==> src/phe_pkg.sv <==
// shared types, constants and arctangent table for the heading error unit
package phe_pkg;

	localparam int CORDIC_STAGES = 16;
	localparam int VW            = 34;
	localparam int DW            = 36;

	localparam logic signed [VW-1:0] HALF_PI   = 34'sd1686629713;
	localparam logic signed [DW-1:0] PI_Q30    = 36'sd3373259426;
	localparam logic signed [DW-1:0] TWO_PI_Q30 = 36'sd6746518853;
	localparam logic signed [15:0]   HEAD_MAX  = 16'sd25736;

	// atan(2^-i) in Q30, truncated
	localparam logic [29:0] ATAN_TAB [32] = '{
		30'd843314856, 30'd497837829, 30'd263043836, 30'd133525158,
		30'd67021686, 30'd33543515, 30'd16775850, 30'd8388437,
		30'd4194282, 30'd2097149, 30'd1048575, 30'd524287,
		30'd262143, 30'd131071, 30'd65535, 30'd32767,
		30'd16383, 30'd8191, 30'd4095, 30'd2047,
		30'd1023, 30'd511, 30'd255, 30'd127,
		30'd63, 30'd31, 30'd15, 30'd7,
		30'd3, 30'd1, 30'd0, 30'd0
	};

	// vector and angle accumulator handed along the rotation chain
	typedef struct packed {
		logic signed [VW-1:0] x;
		logic signed [VW-1:0] y;
		logic signed [VW-1:0] z;
		logic                 zero;
	} phe_vec_t;

endpackage

==> src/phe_cell.sv <==
// one vectoring rotation step of the arctangent chain
module phe_cell (
	input  logic              clk,
	input  logic [4:0]        stage_idx,
	input  phe_pkg::phe_vec_t vin,
	output phe_pkg::phe_vec_t vout_s1
);
	import phe_pkg::*;

	logic signed [VW-1:0] sx, sy, ang;
	phe_vec_t             v_c;

	// rotate toward the x axis and track the angle
	always_comb begin
		sx  = vin.x >>> stage_idx;
		sy  = vin.y >>> stage_idx;
		ang = $signed({{(VW-30){1'b0}}, ATAN_TAB[stage_idx]});
		v_c.zero = vin.zero;
		if (vin.y >= 0) begin
			v_c.x = vin.x + sy;
			v_c.y = vin.y - sx;
			v_c.z = vin.z + ang;
		end else begin
			v_c.x = vin.x - sy;
			v_c.y = vin.y + sx;
			v_c.z = vin.z - ang;
		end
	end

	always_ff @(posedge clk) begin
		vout_s1 <= v_c;
	end

endmodule

==> config.mk <==
export PLATFORM = sky130hd
export DESIGN_NAME = phe_cell
export DESIGN_NICKNAME = d
export VERILOG_FILES = /design/src/phe_pkg.sv /design/src/phe_cell.sv
export SDC_FILE = /design/constraint.sdc
export NUM_CORES = 1
export LEC_CHECK = 0
export BUFFER_PORTS_ARGS = -buffer_cell sky130_fd_sc_hd__buf_2
export CAP_MARGIN = 20
export CORE_ASPECT_RATIO = 0.8
export CORE_UTILIZATION = 45
export CTS_CLUSTER_DIAMETER = 40
export DETAILED_ROUTE_END_ITERATION = 6
export HOLD_SLACK_MARGIN = 0.06
export PLACE_DENSITY = 0.65
export SYNTH_ARGS = -nofsm -noshare
export SYNTH_HDL_FRONTEND = slang
export SYNTH_SLANG_ARGS = --single-unit
==> constraint.sdc <==
create_clock -name clk -period 13.1 [get_ports clk]
set_input_delay 1.965 -clock clk [delete_from_list [all_inputs] [get_ports clk]]
set_output_delay 1.965 -clock clk [all_outputs]
set_load 0.05 [all_outputs]
==> results of run 1 <==
[cell type report]
cell class	count	area [µm²]
repair buffers	224	1160
flip-flops and latches	103	2060
multi-input cells	1425	11300
well taps	413	517
fillers	2987	15000
clock buffers	9	225
clock inverters	6	45.0
diodes	1	2.50
inverters	44	165
[cell usage in the layout, fill, tap and decap left out, drive strengths merged, types with 16 or more instances in the layout]
cell and count:
a21oi 140, mux2 43, o21ai 95, dfxtp 103, ha 110, nand3 33, o21a 26, xor2 51
mux2i 70, nor2 148, inv 44, nand2 136, nand2b 17, mux4 80, o31ai 19, buf 224
o211ai 19, a31oi 16, xnor2 122, a211oi 20, and2 16, o21bai 23, a21o 42, nor3 22
[routing by layer]
metal / track usage, % / vias up / share of wire, %
met5: 0 / - / 0.011
met4: 10.3 / 2 / 3.7
met3: 6.69 / 111 / 11
met2: 43.6 / 773 / 43
met1: 40.6 / 6535 / 43
li1: - / 6501 / -
[cells by family after synthesis]
logic type / Yosys count / synth area share [%]
AOI/OAI and AO/OA: 487 / 22.5
and+or+nand+nor: 459 / 15.8
muxes: 193 / 21.4
xor gates and xnor gates: 173 / 10.8
buffers and inverters: 139 / 4.52
adders and majority gates: 113 / 10.2
DFF: 103 / 14.7
[worst paths after layout]
check | startpoint | to | slack, ns | cells past startpoint
min | vin[0] | vout_s1[0] | 1.70 | 1
max | stage_idx[0] | vout_s1[102] | 4.61 | 23
[metrics by stage]
| step | total power [mW] | instance area [µm²] | util [%] |
|---|---|---|---|
| 2_1_floorplan | 1.59 | 14000 | - |
| 3_3_place_gp | 1.89 | 15200 | 49.9 |
| 3_5_place_dp | 1.90 | 15200 | 49.9 |
| 4_1_cts | 2.17 | 15500 | 50.8 |
| 5_1_grt | 2.30 | 15500 | 50.9 |
| 6_report | 2.17 | 15500 | 50.9 |
[report_power, final]
| part | internal (mW) | switching [mW] |
|---|---|---|
| sequential | 0.444 | 0.0295 |
| clock | 0.129 | 0.132 |
| combinational | 0.447 | 0.985 |
==> out/qor.txt, run 1 <==
========================================================================================================
Detailed-route wire length ................................................................    47,000 µm
Async set-or-reset flop fraction in the synthesized netlist ...............................           0%
Critical path launch point type ........................................................... primary input
Total iterations of the first detailed-routing run ........................................            7
Share of post-route cells with drive strength above 1 .....................................        22.1%
Die width .................................................................................       200 µm
Result of the run ......................................................................... complete, no violations
Initial cell density of the core ..........................................................        46.0%
Highest ir drop seen on vdd ...............................................................  0.0000888 V
Number of remaining DRC errors ............................................................            0
Initial antenna violation count ...........................................................            1
Core area .................................................................................   30,500 µm²
Fmax ......................................................................................      118 MHz
Setup slack after layout ..................................................................      4.61 ns
Largest fanout on the critical path .......................................................           56
Area of the die ...........................................................................   31,900 µm²
RSZ-0062 raised after global routing ......................................................        false
Via count normalized by instance count ....................................................         6.26
Clock Root Buffer ......................................................................... sky130_fd_sc_hd__clkbuf_16
Y dimension of the die ....................................................................       160 µm
Power per Cell Area .......................................................................   140 nW/µm²
Post-CTS clock slew at the launch and capture registers of the worst setup and hold paths .      0.08 ns
Number of H-tree levels ...................................................................            3
Vias in the first global route ............................................................       12,984
Antenna viol nets, final ..................................................................            0
Number of cells in the design after placement .............................................        2,208
Worst Max-Slew Pin Slew ...................................................................      1.06 ns
Final setup violation count ...............................................................            0
Synth Net Count ...........................................................................        1,889
Leak Pwr ..................................................................................      6.59 nW
Most common library cells after synthesis ................................................. sky130_fd_sc_hd__nor2_1 (148), sky130_fd_sc_hd__a21oi_1 (140), sky130_fd_sc_hd__nand2_1 (135)
GR Util All Layers ........................................................................        29.1%
Reg with most FFs .........................................................................      vout_s1
Critical setup path kind ..................................................................    in -> reg
Placed wire-length estimate ...............................................................    36,200 µm
Post-synthesis to final-layout area growth ................................................        10.5%
First-pass GRT wire length ................................................................    72,600 µm
Kind of end point of the critical path ....................................................    flip-flop
Top cells by area, synth .................................................................. sky130_fd_sc_hd__dfxtp_1 (15%), sky130_fd_sc_hd__mux4_2 (13%), sky130_fd_sc_hd__ha_1 (9.8%), sky130_fd_sc_hd__xnor2_1 (7.6%), sky130_fd_sc_hd__a21oi_1 (5.0%)
Delay of the slowest critical-path stage ..................................................      0.72 ns
Maximum number of pins on one net before global-route repair ..............................           84
Number of flops mapped to enable cells by yosys ...........................................            0
Wire length per cell ......................................................................      21.1 µm
Clk sink count ............................................................................          103
TritonCTS clock tree ......................................................................          yes
Final cycle utilization of the critical path ..............................................        64.8%
Layout Cells excl Fill ....................................................................        2,225
Count of buffers added by post-CTS timing repair for setup ................................            0
Residual overflow from global routing .....................................................            0
Yosys warnings ............................................................................            0
Max-cap violation count ...................................................................            0
Nets ......................................................................................        2,029
Netlist Area Pre-Place ....................................................................   14,000 µm²
Worst max-slew margin expressed relative to the limit .....................................        29.1%
Hold Crit Class ...........................................................................    in -> reg
Period minus WS final .....................................................................      8.49 ns
Leading registers by flop count ........................................................... vout_s1 (103)
CP cell instances ......................................................................... buf_4, buf_4, mux4_2, mux2_2, a22oi_1, and3_1, ha_1, inv_1, or4_1, nand2b_1, o31ai_1, xor2_1, ha_1, a21o_1, a21o_1, a21oi_1, a21boi_0, a211oi_1, a21oi_1, and3_1, nor4_1, o31ai_1, xnor2_1
Number of gates resized after CTS .........................................................            0
Final weighted congestion of routability-driven global placement ..........................        0.967
CP bufs+invs ..............................................................................            3
Setup TNS Final ...........................................................................         0 ns
TritonCTS Buffers .........................................................................            9
Synthesized area divided by synthesized cell count ........................................     8.43 µm²
Fraction of the yosys area taken by sequential cells ......................................        14.7%
Distinct cell type count of the synthesized netlist .......................................           94
Cell taking the most area after synthesis ................................................. sky130_fd_sc_hd__dfxtp_1
Primary flip-flop cell chosen by synthesis mapping ........................................ sky130_fd_sc_hd__dfxtp_1
Required time of the critical path ........................................................     13.37 ns
Worst path slowest cell ................................................................... sky130_fd_sc_hd__buf_4
Number of flip-flops under the largest register name ......................................          103
Worst hold slack across all endpoints .....................................................      1.70 ns
Area share of the largest cell type after synthesis .......................................        14.7%
Top-level I/O count .......................................................................          212
DRT iter0 DRCs ............................................................................        1,569
Most repeated cell in the gate-level netlist after synthesis .............................. sky130_fd_sc_hd__nor2_1
Worst endpoint data arrival time ..........................................................      8.76 ns
Clock tree buffer depth ...................................................................            2
Worst setup slack after placement .........................................................      4.25 ns
Number of register bits inferred by synthesis .............................................          103
Count of vias placed by the detailed router ...............................................       13,922
Hold Buf Count CTS ........................................................................            0
Family with the most delay on the worst path .............................................. compound AO/OA/AOI/OAI gates
Number of buffer cells added on primary ports .............................................          211
Syn Inst Count ............................................................................        1,667
Cell row count ............................................................................           57
Pins Over Slew Limit ......................................................................            0
Count of endpoints failing hold in the final timing report ................................            0
========================================================================================================
No activity file was read; power rests on OpenSTA's default activity.
==> inputs of run 2 (changes only) <==
==> constraint.sdc (replaced) <==
create_clock -name clk -period 8.45 [get_ports clk]
set_input_delay 1.2675 -clock clk [delete_from_list [all_inputs] [get_ports clk]]
set_output_delay 1.2675 -clock clk [all_outputs]
set_load 0.05 [all_outputs]
==> run 2 against run 1 <==
Net effect: combinational power up 56%; clock power rose by 64%; clock-buffer cell count is 1 higher; cell count rose by 0.63%; global-route usage up 0.24 points; first-iteration DRC count grew 0.38%; worst hold slack lost 0.70 ns; via count hardly changed; sequential share of layout area fell by 0.12 points; core utilization grew 0.46 points; setup slack lost 3.4 ns; largest cell class unchanged.
==> out/qor.txt, run 2 (same netlist as run 1, synthesis figures left out) <==
========================================================================================================
Result of the run ......................................................................... complete, no violations
Initial cell density of the core ..........................................................        46.0%   unchanged
Power per Cell Area .......................................................................   217 nW/µm²   +55%
Vias in the first global route ............................................................       12,751   -1.8%
Clock Root Buffer ......................................................................... sky130_fd_sc_hd__clkbuf_16
NetSw .....................................................................................      1.80 mW   +57%
Detailed-route wire length ................................................................    47,500 µm   +1.1%
Commonest non-fill, non-tap cell in the layout ............................................ sky130_fd_sc_hd__buf_2
Filler Cell Count .........................................................................        2,978   -0.30%
Number of gates resized after CTS .........................................................            0   unchanged
Leak Pwr ..................................................................................      6.67 nW   +1.2%
Final Power ...............................................................................      3.39 mW   +57%
Setup TNS Final ...........................................................................         0 ns   unchanged
Number of buffer cells added on primary ports .............................................          211   unchanged
Placed wire-length estimate ...............................................................    37,000 µm   +2.1%
GR Util All Layers ........................................................................        29.4%   +0.24 points
Worst Max-Slew Pin Slew ...................................................................      1.07 ns   +0.00356 ns
Area of the die ...........................................................................   31,900 µm²   unchanged
Period minus WS final .....................................................................      7.23 ns
Switching fraction of total power .........................................................        52.9%   about the same
Top-level I/O count .......................................................................          212   unchanged
Total iterations of the first detailed-routing run ........................................            5   -2
Setup slack after layout ..................................................................      1.22 ns   -3.39 ns
Clk sink count ............................................................................          103   unchanged
Clock power share .........................................................................        12.6%   +0.5 points
Register Area .............................................................................     2060 µm²   unchanged
Leading registers by flop count ........................................................... vout_s1 (103)
Number of H-tree levels ...................................................................            3   unchanged
Uppermost layer routed ....................................................................         met4
Required time of the critical path ........................................................      8.72 ns   -4.65 ns
Critical path launch point type ........................................................... primary input
TritonCTS clock tree ......................................................................          yes
Final cycle utilization of the critical path ..............................................        85.6%
Highest ir drop seen on vdd ...............................................................   0.000142 V   +60%
Reg with most FFs .........................................................................      vout_s1
TritonCTS Buffers .........................................................................            9   unchanged
Fmax ......................................................................................      138 MHz
Count of vias placed by the detailed router ...............................................       13,912   -0.072%
First-pass GRT wire length ................................................................    73,300 µm   +0.92%
Worst setup slack after placement .........................................................     0.857 ns   -3.39 ns
Post-CTS clock slew at the launch and capture registers of the worst setup and hold paths .      0.09 ns   about the same
Maximum number of pins on one net before global-route repair ..............................           61   -27%
Hold Crit Class ...........................................................................    in -> reg
Internal power of the cells ...............................................................      1.60 mW   +57%
Number of remaining DRC errors ............................................................            0   unchanged
Met3 wirelength from detailed routing .....................................................      4930 µm   -1.5%
Count of endpoints failing hold in the final timing report ................................            0   unchanged
Clock tree buffer depth ...................................................................            2   unchanged
Hold Buf Count CTS ........................................................................            0   unchanged
Via count normalized by instance count ....................................................         6.21   -0.70%
Largest fanout on the critical path .......................................................           59   +5.4%
Final weighted congestion of routability-driven global placement ..........................        0.960   -0.65%
Nets ......................................................................................        2,041   +0.59%
Final setup violation count ...............................................................            0   unchanged
Die width .................................................................................       200 µm   unchanged
Critical setup path kind ..................................................................    in -> reg
Count of buffers added by post-CTS timing repair for setup ................................            0   unchanged
Sequential cell fraction of total power ...................................................        21.7%   -0.2 points
Share of post-route cells with drive strength above 1 .....................................        22.7%   +0.55 points
Number of flip-flops under the largest register name ......................................          103   unchanged
Core area .................................................................................   30,500 µm²   unchanged
Sum of met2 wire segment lengths after detailed routing ...................................    20,400 µm   +1.9%
Residual overflow from global routing .....................................................            0   unchanged
Y dimension of the die ....................................................................       160 µm   unchanged
Pins Over Slew Limit ......................................................................            0   unchanged
DRT iter0 DRCs ............................................................................        1,575   +0.38%
Worst endpoint data arrival time ..........................................................      7.50 ns   -1.26 ns
Cell row count ............................................................................           57   unchanged
Share of power burned in combinational logic ..............................................        65.8%   -0.3 points
Antenna viol nets, final ..................................................................            0   unchanged
Initial antenna violation count ...........................................................            2   +1
Post-synthesis to final-layout area growth ................................................        11.5%
Wire length per cell ......................................................................      21.2 µm   +0.46%
Top library cells by usage in the layout, fill and taps aside ............................. sky130_fd_sc_hd__buf_2 (209), sky130_fd_sc_hd__nor2_1 (148), sky130_fd_sc_hd__a21oi_1 (140)
Worst max-slew margin expressed relative to the limit .....................................        28.6%   -0.50 points
Kind of end point of the critical path ....................................................    flip-flop
Routed length on met1 .....................................................................    21,100 µm   +4.1%
Total area of multi-input combinational cells .............................................   11,300 µm²   unchanged
RSZ-0062 raised after global routing ......................................................        false
Max-cap violation count ...................................................................            0   unchanged
========================================================================================================
run 2: stage by stage:
| stage | cells | hold slack (ns) | util (%) | instance area, µm² |
|---|---|---|---|---|
| after floorplan | 1667 | 1.30 | - | 14000 |
| after global placement | 2221 | 1.37 | 50.3 | 15400 |
| after detailed placement | 2221 | 1.37 | 50.3 | 15400 |
| after CTS | 2237 | 0.989 | 51.3 | 15700 |
| after global routing | 2238 | 0.986 | 51.3 | 15700 |
| final | 2239 | 0.996 | 51.3 | 15700 |
run 2: worst paths after layout:
check,startpoint,to,cells after the start
setup / recovery,stage_idx[0],vout_s1[102],23
hold / removal,vin[0],vout_s1[0],1
run 2: layout make-up:
type	instances	share of cell area, %
Sequential cell	103	13.2
Timing Repair Buffer	236	8.13
Antenna cell	2	0.0319
Multi-Input combinational cell	1425	72.4
Tap cell	413	3.30
Clock buffer	10	1.53
Clock inverter	6	0.351
Inverter	44	1.05
run 2: routing by layer:
metal / up-vias / global-route usage (%)
li1: 6520 / -
met1: 6562 / 42.2
met2: 749 / 43.7
met3: 81 / 6.65
met4: 0 / 7.98
met5: - / 0
run 2: critical path, stage by stage:
cell and delay (ns):
sky130_fd_sc_hd__buf_4 0.71, sky130_fd_sc_hd__buf_4 0.39, sky130_fd_sc_hd__mux4_2 0.56, sky130_fd_sc_hd__a22o_1 0.20, sky130_fd_sc_hd__a22oi_1 0.13, sky130_fd_sc_hd__and3_1 0.22, sky130_fd_sc_hd__ha_1 0.28, sky130_fd_sc_hd__inv_1 0.06
sky130_fd_sc_hd__or4_1 0.64, sky130_fd_sc_hd__nand2b_1 0.24, sky130_fd_sc_hd__o31ai_1 0.32, sky130_fd_sc_hd__xor2_1 0.18, sky130_fd_sc_hd__ha_1 0.31, sky130_fd_sc_hd__a21o_1 0.20, sky130_fd_sc_hd__a21o_1 0.17, sky130_fd_sc_hd__a21oi_1 0.18
sky130_fd_sc_hd__a21boi_0 0.11, sky130_fd_sc_hd__a211oi_1 0.34, sky130_fd_sc_hd__a21oi_1 0.15, sky130_fd_sc_hd__and3_1 0.22, sky130_fd_sc_hd__nor4_1 0.31, sky130_fd_sc_hd__o31ai_1 0.15, sky130_fd_sc_hd__xnor2_1 0.14
run 2: power groups by stage:
| stage | Combinational, mW | Clock (mW) | Sequential (mW) |
|---|---|---|---|
| 2_1_floorplan | 0.993 | 0 | 1.47 |
| 3_3_place_gp | 2.20 | 0 | 0.747 |
| 3_5_place_dp | 2.21 | 0 | 0.747 |
| 4_1_cts | 2.22 | 0.439 | 0.738 |
| 5_1_grt | 2.38 | 0.456 | 0.755 |
| 6_report | 2.23 | 0.427 | 0.735 |
