===== config.mk =====
export PLATFORM = sky130hd
export DESIGN_NAME = phe_norm
export DESIGN_NICKNAME = d
export VERILOG_FILES = /design/src/phe_pkg.sv /design/src/phe_norm.sv
export SDC_FILE = /design/constraint.sdc
export NUM_CORES = 1
export LEC_CHECK = 0
export ABC_AREA = 0
export BUFFER_PORTS_ARGS = -buffer_cell sky130_fd_sc_hd__clkbuf_2
export CORE_MARGIN = 2
export CORE_UTILIZATION = 45
export DETAILED_ROUTE_END_ITERATION = 8
export MAX_ROUTING_LAYER = met4
export PLACE_DENSITY = 0.71
export SETUP_SLACK_MARGIN = 0.4
export SYNTH_ARGS = -nofsm -noshare
export SYNTH_HDL_FRONTEND = slang
export SYNTH_SLANG_ARGS = --single-unit
export TNS_END_PERCENT = 50

===== constraint.sdc =====
create_clock -name clk -period 4.8 [get_ports clk]
set_input_delay 0.48 -clock clk [delete_from_list [all_inputs] [get_ports clk]]
set_output_delay 0.48 -clock clk [all_outputs]
set_load 0.005 [all_outputs]

===== src/phe_pkg.sv =====
// shared types, constants and arctangent table for the heading error unit
package phe_pkg;

	localparam int CORDIC_STAGES = 16;
	localparam int VW            = 34;
	localparam int DW            = 36;

	localparam logic signed [VW-1:0] HALF_PI   = 34'sd1686629713;
	localparam logic signed [DW-1:0] PI_Q30    = 36'sd3373259426;
	localparam logic signed [DW-1:0] TWO_PI_Q30 = 36'sd6746518853;
	localparam logic signed [15:0]   HEAD_MAX  = 16'sd25736;

	// atan(2^-i) in Q30, truncated
	localparam logic [29:0] ATAN_TAB [32] = '{
		30'd843314856, 30'd497837829, 30'd263043836, 30'd133525158,
		30'd67021686, 30'd33543515, 30'd16775850, 30'd8388437,
		30'd4194282, 30'd2097149, 30'd1048575, 30'd524287,
		30'd262143, 30'd131071, 30'd65535, 30'd32767,
		30'd16383, 30'd8191, 30'd4095, 30'd2047,
		30'd1023, 30'd511, 30'd255, 30'd127,
		30'd63, 30'd31, 30'd15, 30'd7,
		30'd3, 30'd1, 30'd0, 30'd0
	};

	// vector and angle accumulator handed along the rotation chain
	typedef struct packed {
		logic signed [VW-1:0] x;
		logic signed [VW-1:0] y;
		logic signed [VW-1:0] z;
		logic                 zero;
	} phe_vec_t;

endpackage


===== src/phe_norm.sv =====
// magnitude normalization and half-plane pre-rotation ahead of the rotation chain
module phe_norm (
	input  logic                               clk,
	input  logic signed [phe_pkg::VW-1:0]      vx,
	input  logic signed [phe_pkg::VW-1:0]      vy,
	output phe_pkg::phe_vec_t                  vout_s4
);
	import phe_pkg::*;

	logic [VW-1:0] ax_s1, ay_s1, ax_s2, ay_s2, ax_s3, ay_s3;
	logic          negx_s1, negy_s1, negx_s2, negy_s2, negx_s3, negy_s3;
	logic          zero_s2, zero_s3;
	logic [5:0]    msb_s2;
	logic [VW-1:0] orv;
	logic [5:0]    msb_c;
	logic [VW-1:0] sx_c, sy_c;
	logic signed [VW-1:0] cx_c, cy_c;
	phe_vec_t      v_c;

	// stage 1: magnitudes and signs
	always_ff @(posedge clk) begin
		ax_s1   <= vx[VW-1] ? VW'(-vx) : VW'(vx);
		ay_s1   <= vy[VW-1] ? VW'(-vy) : VW'(vy);
		negx_s1 <= vx[VW-1];
		negy_s1 <= vy[VW-1];
	end

	// leading one position of the larger magnitude
	assign orv = ax_s1 | ay_s1;
	always_comb begin
		msb_c = '0;
		for (int i = 0; i < VW; i++) begin
			if (orv[i]) msb_c = 6'(i);
		end
	end

	// stage 2: shift position
	always_ff @(posedge clk) begin
		ax_s2   <= ax_s1;
		ay_s2   <= ay_s1;
		negx_s2 <= negx_s1;
		negy_s2 <= negy_s1;
		msb_s2  <= msb_c;
		zero_s2 <= (orv == '0);
	end

	// bring the larger magnitude into [2^29, 2^30)
	always_comb begin
		if (msb_s2 >= 6'd29) begin
			sx_c = ax_s2 >> (msb_s2 - 6'd29);
			sy_c = ay_s2 >> (msb_s2 - 6'd29);
		end else begin
			sx_c = ax_s2 << (6'd29 - msb_s2);
			sy_c = ay_s2 << (6'd29 - msb_s2);
		end
	end

	// stage 3: scaled magnitudes
	always_ff @(posedge clk) begin
		ax_s3   <= sx_c;
		ay_s3   <= sy_c;
		negx_s3 <= negx_s2;
		negy_s3 <= negy_s2;
		zero_s3 <= zero_s2;
	end

	// signs back, then turn left half-plane vectors by a quarter turn
	always_comb begin
		cx_c = negx_s3 ? -$signed(ax_s3) : $signed(ax_s3);
		cy_c = negy_s3 ? -$signed(ay_s3) : $signed(ay_s3);
		v_c.zero = zero_s3;
		if (cx_c < 0) begin
			if (cy_c >= 0) begin
				v_c.x = cy_c;
				v_c.y = -cx_c;
				v_c.z = HALF_PI;
			end else begin
				v_c.x = -cy_c;
				v_c.y = cx_c;
				v_c.z = -HALF_PI;
			end
		end else begin
			v_c.x = cx_c;
			v_c.y = cy_c;
			v_c.z = '0;
		end
	end

	// stage 4: vector into the chain
	always_ff @(posedge clk) begin
		vout_s4 <= v_c;
	end

endmodule


==> results of run 1 <==
path summary, 6_finish.rpt:
path | cells past startpoint | to | slack [ps]
setup / recovery | 10 | vout_s4[68] | 700
hold / removal | 2 | ay_s1[33] | 90
setup reg to reg | 10 | vout_s4[68] | 700
hold reg to reg | 0 | negy_s3 | 330
area by class of cell:
class	instances	area (um2)	area share, %
sequential	290	5813	27.19
multi-input combinational	1767	12500	58.46
clock buffer	34	775.7	3.629
clock inverter	20	309.0	1.446
timing repair buffer	214	1206	5.642
tap	539	674.4	3.155
inverter	27	101.3	0.4741
where the power goes:
part	leakage [nW]	internal (mW)	switching (mW)
registers	2.43	2.96	0.577
logic	5.20	1.91	3.02
clock network	0.526	1.54	0.963
total	8.16	6.41	4.56
layer usage:
layer	global-route usage, %	share of wire, %	vias up
met5	-	0	-
met4	12.72	4.6	0
met3	2.980	5.6	137
met2	50.08	48	779
met1	36.79	42	8476
li1	-	-	8456
registers in the layout, indices dropped and copies added, names as in the netlist, 6 cells and up:
| name | count |
|---|---|
| vout_s4 | 72 |
| ax_s1 | 34 |
| ax_s2 | 34 |
| ax_s3 | 34 |
| ay_s1 | 34 |
| ay_s2 | 34 |
| ay_s3 | 34 |
| msb_s2 | 6 |
stage by stage:
stage | area, um2 | utilization (%) | setup slack, ps | instances
after CTS | 21370 | 50.94 | 733.4 | 2891
after global routing | 21380 | 50.97 | 456.5 | 2891
final | 21380 | 50.97 | 701.4 | 2891
after global placement | 20270 | 48.33 | 967.3 | 2836
after detailed placement | 20270 | 48.33 | 720.0 | 2836
after floorplan | 19130 | - | 429.2 | 2279
cells by family (layout without fill, tap and decap cells):
group	Yosys count	after routing	synth area share [%]
multiplexers	194	194	15.71
AO/OA/AOI/OAI	576	576	19.75
buffers and inverters	222	295	5.102
AND/OR/NAND/NOR	803	803	19.97
flip-flops	290	290	30.35
adder cells (fa/ha/maj)	10	10	0.6541
XOR/XNOR	184	184	8.464
worst register-to-register path: cells and delay by family (launching register included):
family / cells / cell delay [ps]
buf+inv: 1 / 150
compound gates: 2 / 420
fa+ha+maj: 1 / 340
xor+xnor: 1 / 590
flops: 1 / 400
simple gates: 5 / 2130
cell usage after synthesis, drive strengths merged, types with 35 or more instances:
master and n:
nand2 336, dfxtp 290, nor2 164, o21ai 162, clkbuf 123, xnor2 119, a21oi 110, mux2i 91
mux4 83, buf 72, xor2 65, nand3 64, o31ai 49, nor3 38, o22ai 37, o41ai 35
repair_timing:
| item | CTS | global route |
|---|---|---|
| endpoints found under the setup margin | 0 | 2 |
| hold buffers | 1 | 0 |
| endpoints found under the hold margin | 1 | 0 |
| gates resized for setup | 0 | 2 |
==> summary by stage, run 1 <==
Power and ir drop
The total design power is ~11 mW. For this design the ratio of total power to cell area is roughly 510 mW/mm2. The leakage power of the design is 8.155 nW. VDD sags by at most 0.0002828 V.

Global routing
The pin count of the biggest net entering global routing is between 70 and 80. Across every metal layer, demand over resource in global routing totals between 20 and 30%. The first global-routing pass estimated approximately 100 mm of wire. The number of global-route vias before repair is 16.70k. The number of antenna violations at the first check in global routing came to 0. The total grt overflow is 0.

Placed design
The HPWL reported at the end of detailed placement is approximately 52 mm. Port buffering added 171 buffers. Routability-driven placement finished with a final weighted congestion of 0.9925.

CTS
The maximum clock path buffer count is 3. The total clock buffers created by CTS is 30. TritonCTS built the clock tree. The count of clock tree sinks is 290. The number of levels the H-tree was split into is 1. The clock reaches the later pin of the worst-skew pair after about 580 ps. The setup fix buffers added after clock tree synthesis is 0. Clock-pin slew was measured on the worst setup and hold paths at 60 ps. The tree is rooted in a sky130_fd_sc_hd__clkbuf_16.

Cells and area
After the last flow step, the layout net total stands at ~2.4k. The layout has 3998 filler cells. The most frequent standard cell in the layout excluding fill and tap cells is sky130_fd_sc_hd__nand2_1. In the layout the commonest cells are sky130_fd_sc_hd__nand2_1 (336), sky130_fd_sc_hd__dfxtp_1 (288), sky130_fd_sc_hd__clkbuf_2 (171). The fraction of final layout cells sized beyond drive strength 1 is 18.32%. The total inserted antenna cells is 0.

Relative to the synthesized area, the layout overhead comes to 11.76%.

Synthesis
In this run, distinct cell masters in the synthesized netlist total 85. The largest area contributor in the synthesized netlist is sky130_fd_sc_hd__dfxtp_1. Sequential cells were found to cover between 30 and 40% of the synthesized design area.

During synthesis, Yosys emitted a total of 0 warnings. By area the synthesized netlist is led by sky130_fd_sc_hd__dfxtp_1 (30%), sky130_fd_sc_hd__mux4_2 (9.8%), sky130_fd_sc_hd__nand2_1 (6.6%), sky130_fd_sc_hd__xnor2_1 (5.4%), sky130_fd_sc_hd__mux2i_1 (4.8%). The instance count of the mapped netlist is 2279. The top cell type by area accounts for between 30 and 40% of the synthesized area. The post-synthesis instance area is 0.01913 mm2. Among all flip-flop cells after synthesis, the most frequent one is sky130_fd_sc_hd__dfxtp_1. In this run the mean area of a mapped cell was 8.393 um2. The number of enable-type register cells in the synthesized netlist is 0. The flip-flop and latch count after synthesis is 290.

Counting every net in the synthesized netlist gives about 2.4k. The share of synthesized flip-flops with an asynchronous set or reset is 0%.

Routing
The count of nets left with antenna violations once routing finished came out at 0. The vias after detailed routing is 17.85k. The number of search-and-repair iterations in the first detailed-routing pass is 7.

The average wire per standard cell is between 20 and 25 um. In this run, the number of DRC markers left after iteration 0 of detailed routing was roughly 1.6k. The via count normalized by instance count is 6.174. For this block, the routed nets add up to about 65 mm of wire. The number of remaining DRC errors is 0.

Critical path
The start point of the critical path is ax_s3[0]. The launch instance of the worst register-to-register path is ax_s3[0]. The kind of cell adding the most delay to the critical path is simple AND/OR/NAND/NOR gates. The slowest cell on the critical path is sky130_fd_sc_hd__xor2_1. The capturing element type of the critical path is a flip-flop. The longest individual stage delay on the worst path is roughly 590 ps. STA classifies the critical path startpoint as a flip-flop. Counting both buffers and inverters, the worst setup path holds a total of 1. The start-to-end type of the worst setup path is reg -> reg. The top fanout value on the critical path is 9. STA puts the critical path data arrival time at between 4000 and 5000 ps. STA puts the critical path data required time at 5310 ps. The signal on the critical path passes through inv_1 -> ha_1 -> nor2b_1 -> nand2_1 -> o41ai_2 -> xor2_1 -> or4b_4 -> or2_0 -> or4_4 -> o21ai_2.

Timing
The total negative slack for setup checks is 0 ps. Static timing analysis puts the maximum clock frequency at approximately 240 MHz. The final worst clock skew is between 10 and 15 ps. The number of failing setup endpoints in the final timing report is 0. Headroom to the max-slew limit came out at between 20% and 30%. The final-report hold violation count is 0. Setup repair after global routing left no endpoint under its margin. The ratio of final minimum period to clock period is between 80% and 90%. The slew at the pin closest to its max-slew limit is 1115 ps. The worst slack on hold paths is between 90 and 100 ps.

Counting I/O delays and the setup requirement, the final critical path takes a little over 4000 ps. The max-slew violation total from the final report was 0.

Worst hold path
The launch point of the worst hold path is vy[32]. The class of the tightest hold or removal check is in -> reg.

Floorplan
The total I/O pin count is 172. The standard-cell row count is 75. The die is ~210 um wide.

Measured along the y axis, the die boundary spans between 200 and 250 um. The area of the core region is about 0.042 mm2. The initial utilization of the core area, before any placement, comes to ~46%. The die covers between 0.04 and 0.05 mm2.

Flow run
The number of maximum-capacitance violations is 0.

Outcome
The run finished with clean final reports.
Note: power is estimated with default switching activity, not from simulation.
==> run 2: changes to the inputs <==
- CORE_MARGIN: 2 -> 1
- GPL_TIMING_DRIVEN: not set -> 0
==> run 2 against run 1 <==
  * The flow now finishes with violations (design-rule violations)
  * Wire length increased by 29%
  * Worst setup slack got worse by 380 ps
  * Hold slack got worse by 57 ps
  * Sequential cell count unchanged
  * Clock-buffer cell count increased by 2
  * Via count increased by 9.8%
  * First-iteration DRC count increased by 22%
  * Final cell count increased by 5.6%
  * Maximum frequency decreased by 8.5%
  * Core utilization increased by 1.9 points
  * Clock power about the same
  * Critical endpoint is now vout_s4[92]
==> summary by stage, run 2 (same netlist as run 1, synthesis figures left out) <==
Timing
The max-slew violation total from the final report is 0 (unchanged). The final-report hold violation count came to 0 (unchanged). The total negative slack for setup checks is 0 ps (unchanged).

The slew at the pin closest to its max-slew limit came to 958.2 ps (-157.1 ps). The ratio of final minimum period to clock period was 93.34% (+8.0 points). The final worst clock skew is 30.82 ps (+18.12 ps). The number of failing setup endpoints in the final timing report is 0 (unchanged). The achievable clock frequency came to 223.2 MHz (-8.5%).

The worst-case headroom to the max-slew limit came to 36.12% (+11 points). Setup repair after global routing could not meet its margin everywhere. The final critical path time including I/O delays and setup came to 4480 ps (+381.9 ps).

CTS
The insertion delay of the later-clocked pin in the worst-skew pair is 600 ps (+20 ps). The clock transition at the registers of the reported paths was 60 ps (about the same). The maximum clock path buffer count is 3 (unchanged).

The CTS root buffer is sky130_fd_sc_hd__clkbuf_16. The total clock buffers created by CTS is 29 (-3.3%). The count of hold-fix buffers inserted at cts came to 0 (-1). The number of levels the H-tree was split into is 1 (unchanged). The count of clock tree sinks came to 290 (unchanged). The TritonCTS clock tree is built.

Cells and area
Ranked by flip-flop count, first place goes to vout_s4. The flip-flop count of the largest register after layout was 72 (unchanged). The most frequent standard cell in the layout excluding fill and tap cells is sky130_fd_sc_hd__nand2_1.

The final core utilization is 52.90% (+1.9 points). The fraction of final layout cells sized beyond drive strength 1 is 20.42% (+2.1 points). In the layout the commonest cells are sky130_fd_sc_hd__nand2_1 (332), sky130_fd_sc_hd__dfxtp_1 (289), sky130_fd_sc_hd__clkbuf_2 (188). Compared with the post-synthesis result, the final layout area differs by 16.01%. The final net count is 2569 (+6.6%).

Floorplan
The total I/O pin count is 172 (unchanged). The height of the chip is 208.2 um (-0.95%). The area of the core region was 0.04195 mm2 (unchanged). The die footprint is 0.04334 mm2 (-1.9%). The overall die width is 208.2 um (-0.95%).

The standard-cell row count is 75 (unchanged). The starting utilization of the core area is 45.60% (unchanged).

Critical path
The capturing element type of the critical path is a flip-flop. The critical path goes through inv_1 -> ha_1 -> or4b_1 -> clkbuf_1 -> o31ai_1 -> xnor2_1 -> a2111oi_2 -> nand4_1 -> nor3_2 -> nor3_1 -> o31ai_1. The most prevalent standard cell on the critical path is sky130_fd_sc_hd__o31ai_1. The type of element launching the critical path is a flip-flop. The top fanout value on the critical path is 7 (-2). The longest individual stage delay on the worst path is 680 ps (+90 ps). The slowest cell on the critical path is sky130_fd_sc_hd__a2111oi_2.

The worst setup path is of the reg -> reg kind. The arrival time of data at the critical path endpoint is 4950 ps (+340 ps). The worst path required time is 5270 ps (-40 ps).

Routing
The vias after detailed routing is 19.59k (+9.8%). The number of search-and-repair iterations in the first detailed-routing pass is 9 (+2). The wire length reported by the detailed router is 83.74 mm (+29%). The average wire per standard cell is 27.43 um (+22%). The final antenna-violating net count is 0 (unchanged). The first-iteration detailed-routing DRC count came to 1914 (+22%). The number of remaining DRC errors is 1 (+1).

The via count normalized by instance count is 6.418 (+4.0%).

Power and ir drop
The highest ir drop seen on vdd is 0.0002739 V (-3.2%). The leakage power of the design was 8.498 nW (+4.2%). The power density over the cells is 526.1 mW/mm2 (+2.5%).

Global routing
The number of antenna violations at the first check in global routing came to 3 (+3). The number of global-route vias before repair was 18.67k (+12%). The global-route usage over all layers is 39.30% (+9.4 points). The pin count of the biggest net entering global routing came to 19 (-76%). The total grt overflow is 0 (unchanged). The first-pass GRT wire length came to 122.5 mm (+23%).

Flow run
The number of maximum-capacitance violations is 0 (unchanged).

Worst hold path
The worst hold path belongs to the class in -> reg.

Placed design
The count of input and output buffers came to 171 (unchanged). The global placement routability congestion came to 1.167 (+18%). The HPWL reported at the end of detailed placement is 67.38 mm (+30%).

Outcome
The flow ran to the end, but the final reports show violations. The checks that failed: design-rule violations.
[run 2: worst paths after layout]
| check | startpoint | to | slack, ps | depth (start not counted) |
|---|---|---|---|---|
| worst max-delay path | ay_s3[0] | vout_s4[92] | 320 | 11 |
| worst min-delay path | vy[0] | ay_s1[0] | 30 | 1 |
| worst max register to register | ay_s3[0] | vout_s4[92] | 320 | 11 |
| worst min register to register | negx_s2 | negx_s3 | 330 | 0 |
[run 2: critical path, delay by kind of cell, from the launching register on]
family	cells	cell delay [ps]
buf+inv	2	450
xor+xnor	1	210
flops	1	430
compound gates	3	1230
fa+ha+maj	1	290
simple gates	4	1740
[run 2: metal layers]
metal,vias to the layer above,part of all wire (%),global-route usage (%)
met2,1253,46,63.90
li1,8796,-,-
met3,407,7.7,6.234
met5,-,0,-
met1,9137,35,41.82
met4,0,11,34.25
[run 2: what timing repair did]
action | 4_1_cts | 5_1_grt
endpoints found under the setup margin | 69 | 77
pin swaps | 0 | 5
setup buffers | 1 | 8
gates resized for setup | 71 | 64
[run 2: power breakdown]
part / switching [mW] / internal [mW] / leakage [nW]
combinational: 3.60 / 2.06 / 5.55
sequential: 0.523 / 2.96 / 2.43
clock: 0.991 / 1.54 / 0.518
total: 5.11 / 6.56 / 8.50
[run 2: per-stage QoR]
step / instance area (um2) / setup WS [ps] / instances / total power, mW / hold WS, ps
2_1_floorplan: 19130 / 429.2 / 2279 / 6.770 / 309.6
3_3_place_gp: 20660 / -1541 / 2989 / 8.707 / 310.5
3_5_place_dp: 20660 / -1536 / 2989 / 8.747 / 313.5
4_1_cts: 21920 / 378.3 / 3043 / 11.36 / 19.26
5_1_grt: 22190 / 212.3 / 3052 / 12.16 / 25.55
6_report: 22190 / 319.5 / 3053 / 11.67 / 33.29
[run 2: cell type report]
cell class                      count  area, um2
Antenna cell                        2      5.005
Buffer                            195      955.9
Clock buffer                       36      782.0
Clock inverter                     17      286.5
Fill cell                        3998      19760
Inverter                           27      101.3
Multi-Input combinational cell   1767      12640
Sequential cell                   290       5807
Tap cell                          539      674.4
Timing Repair Buffer              180      935.9
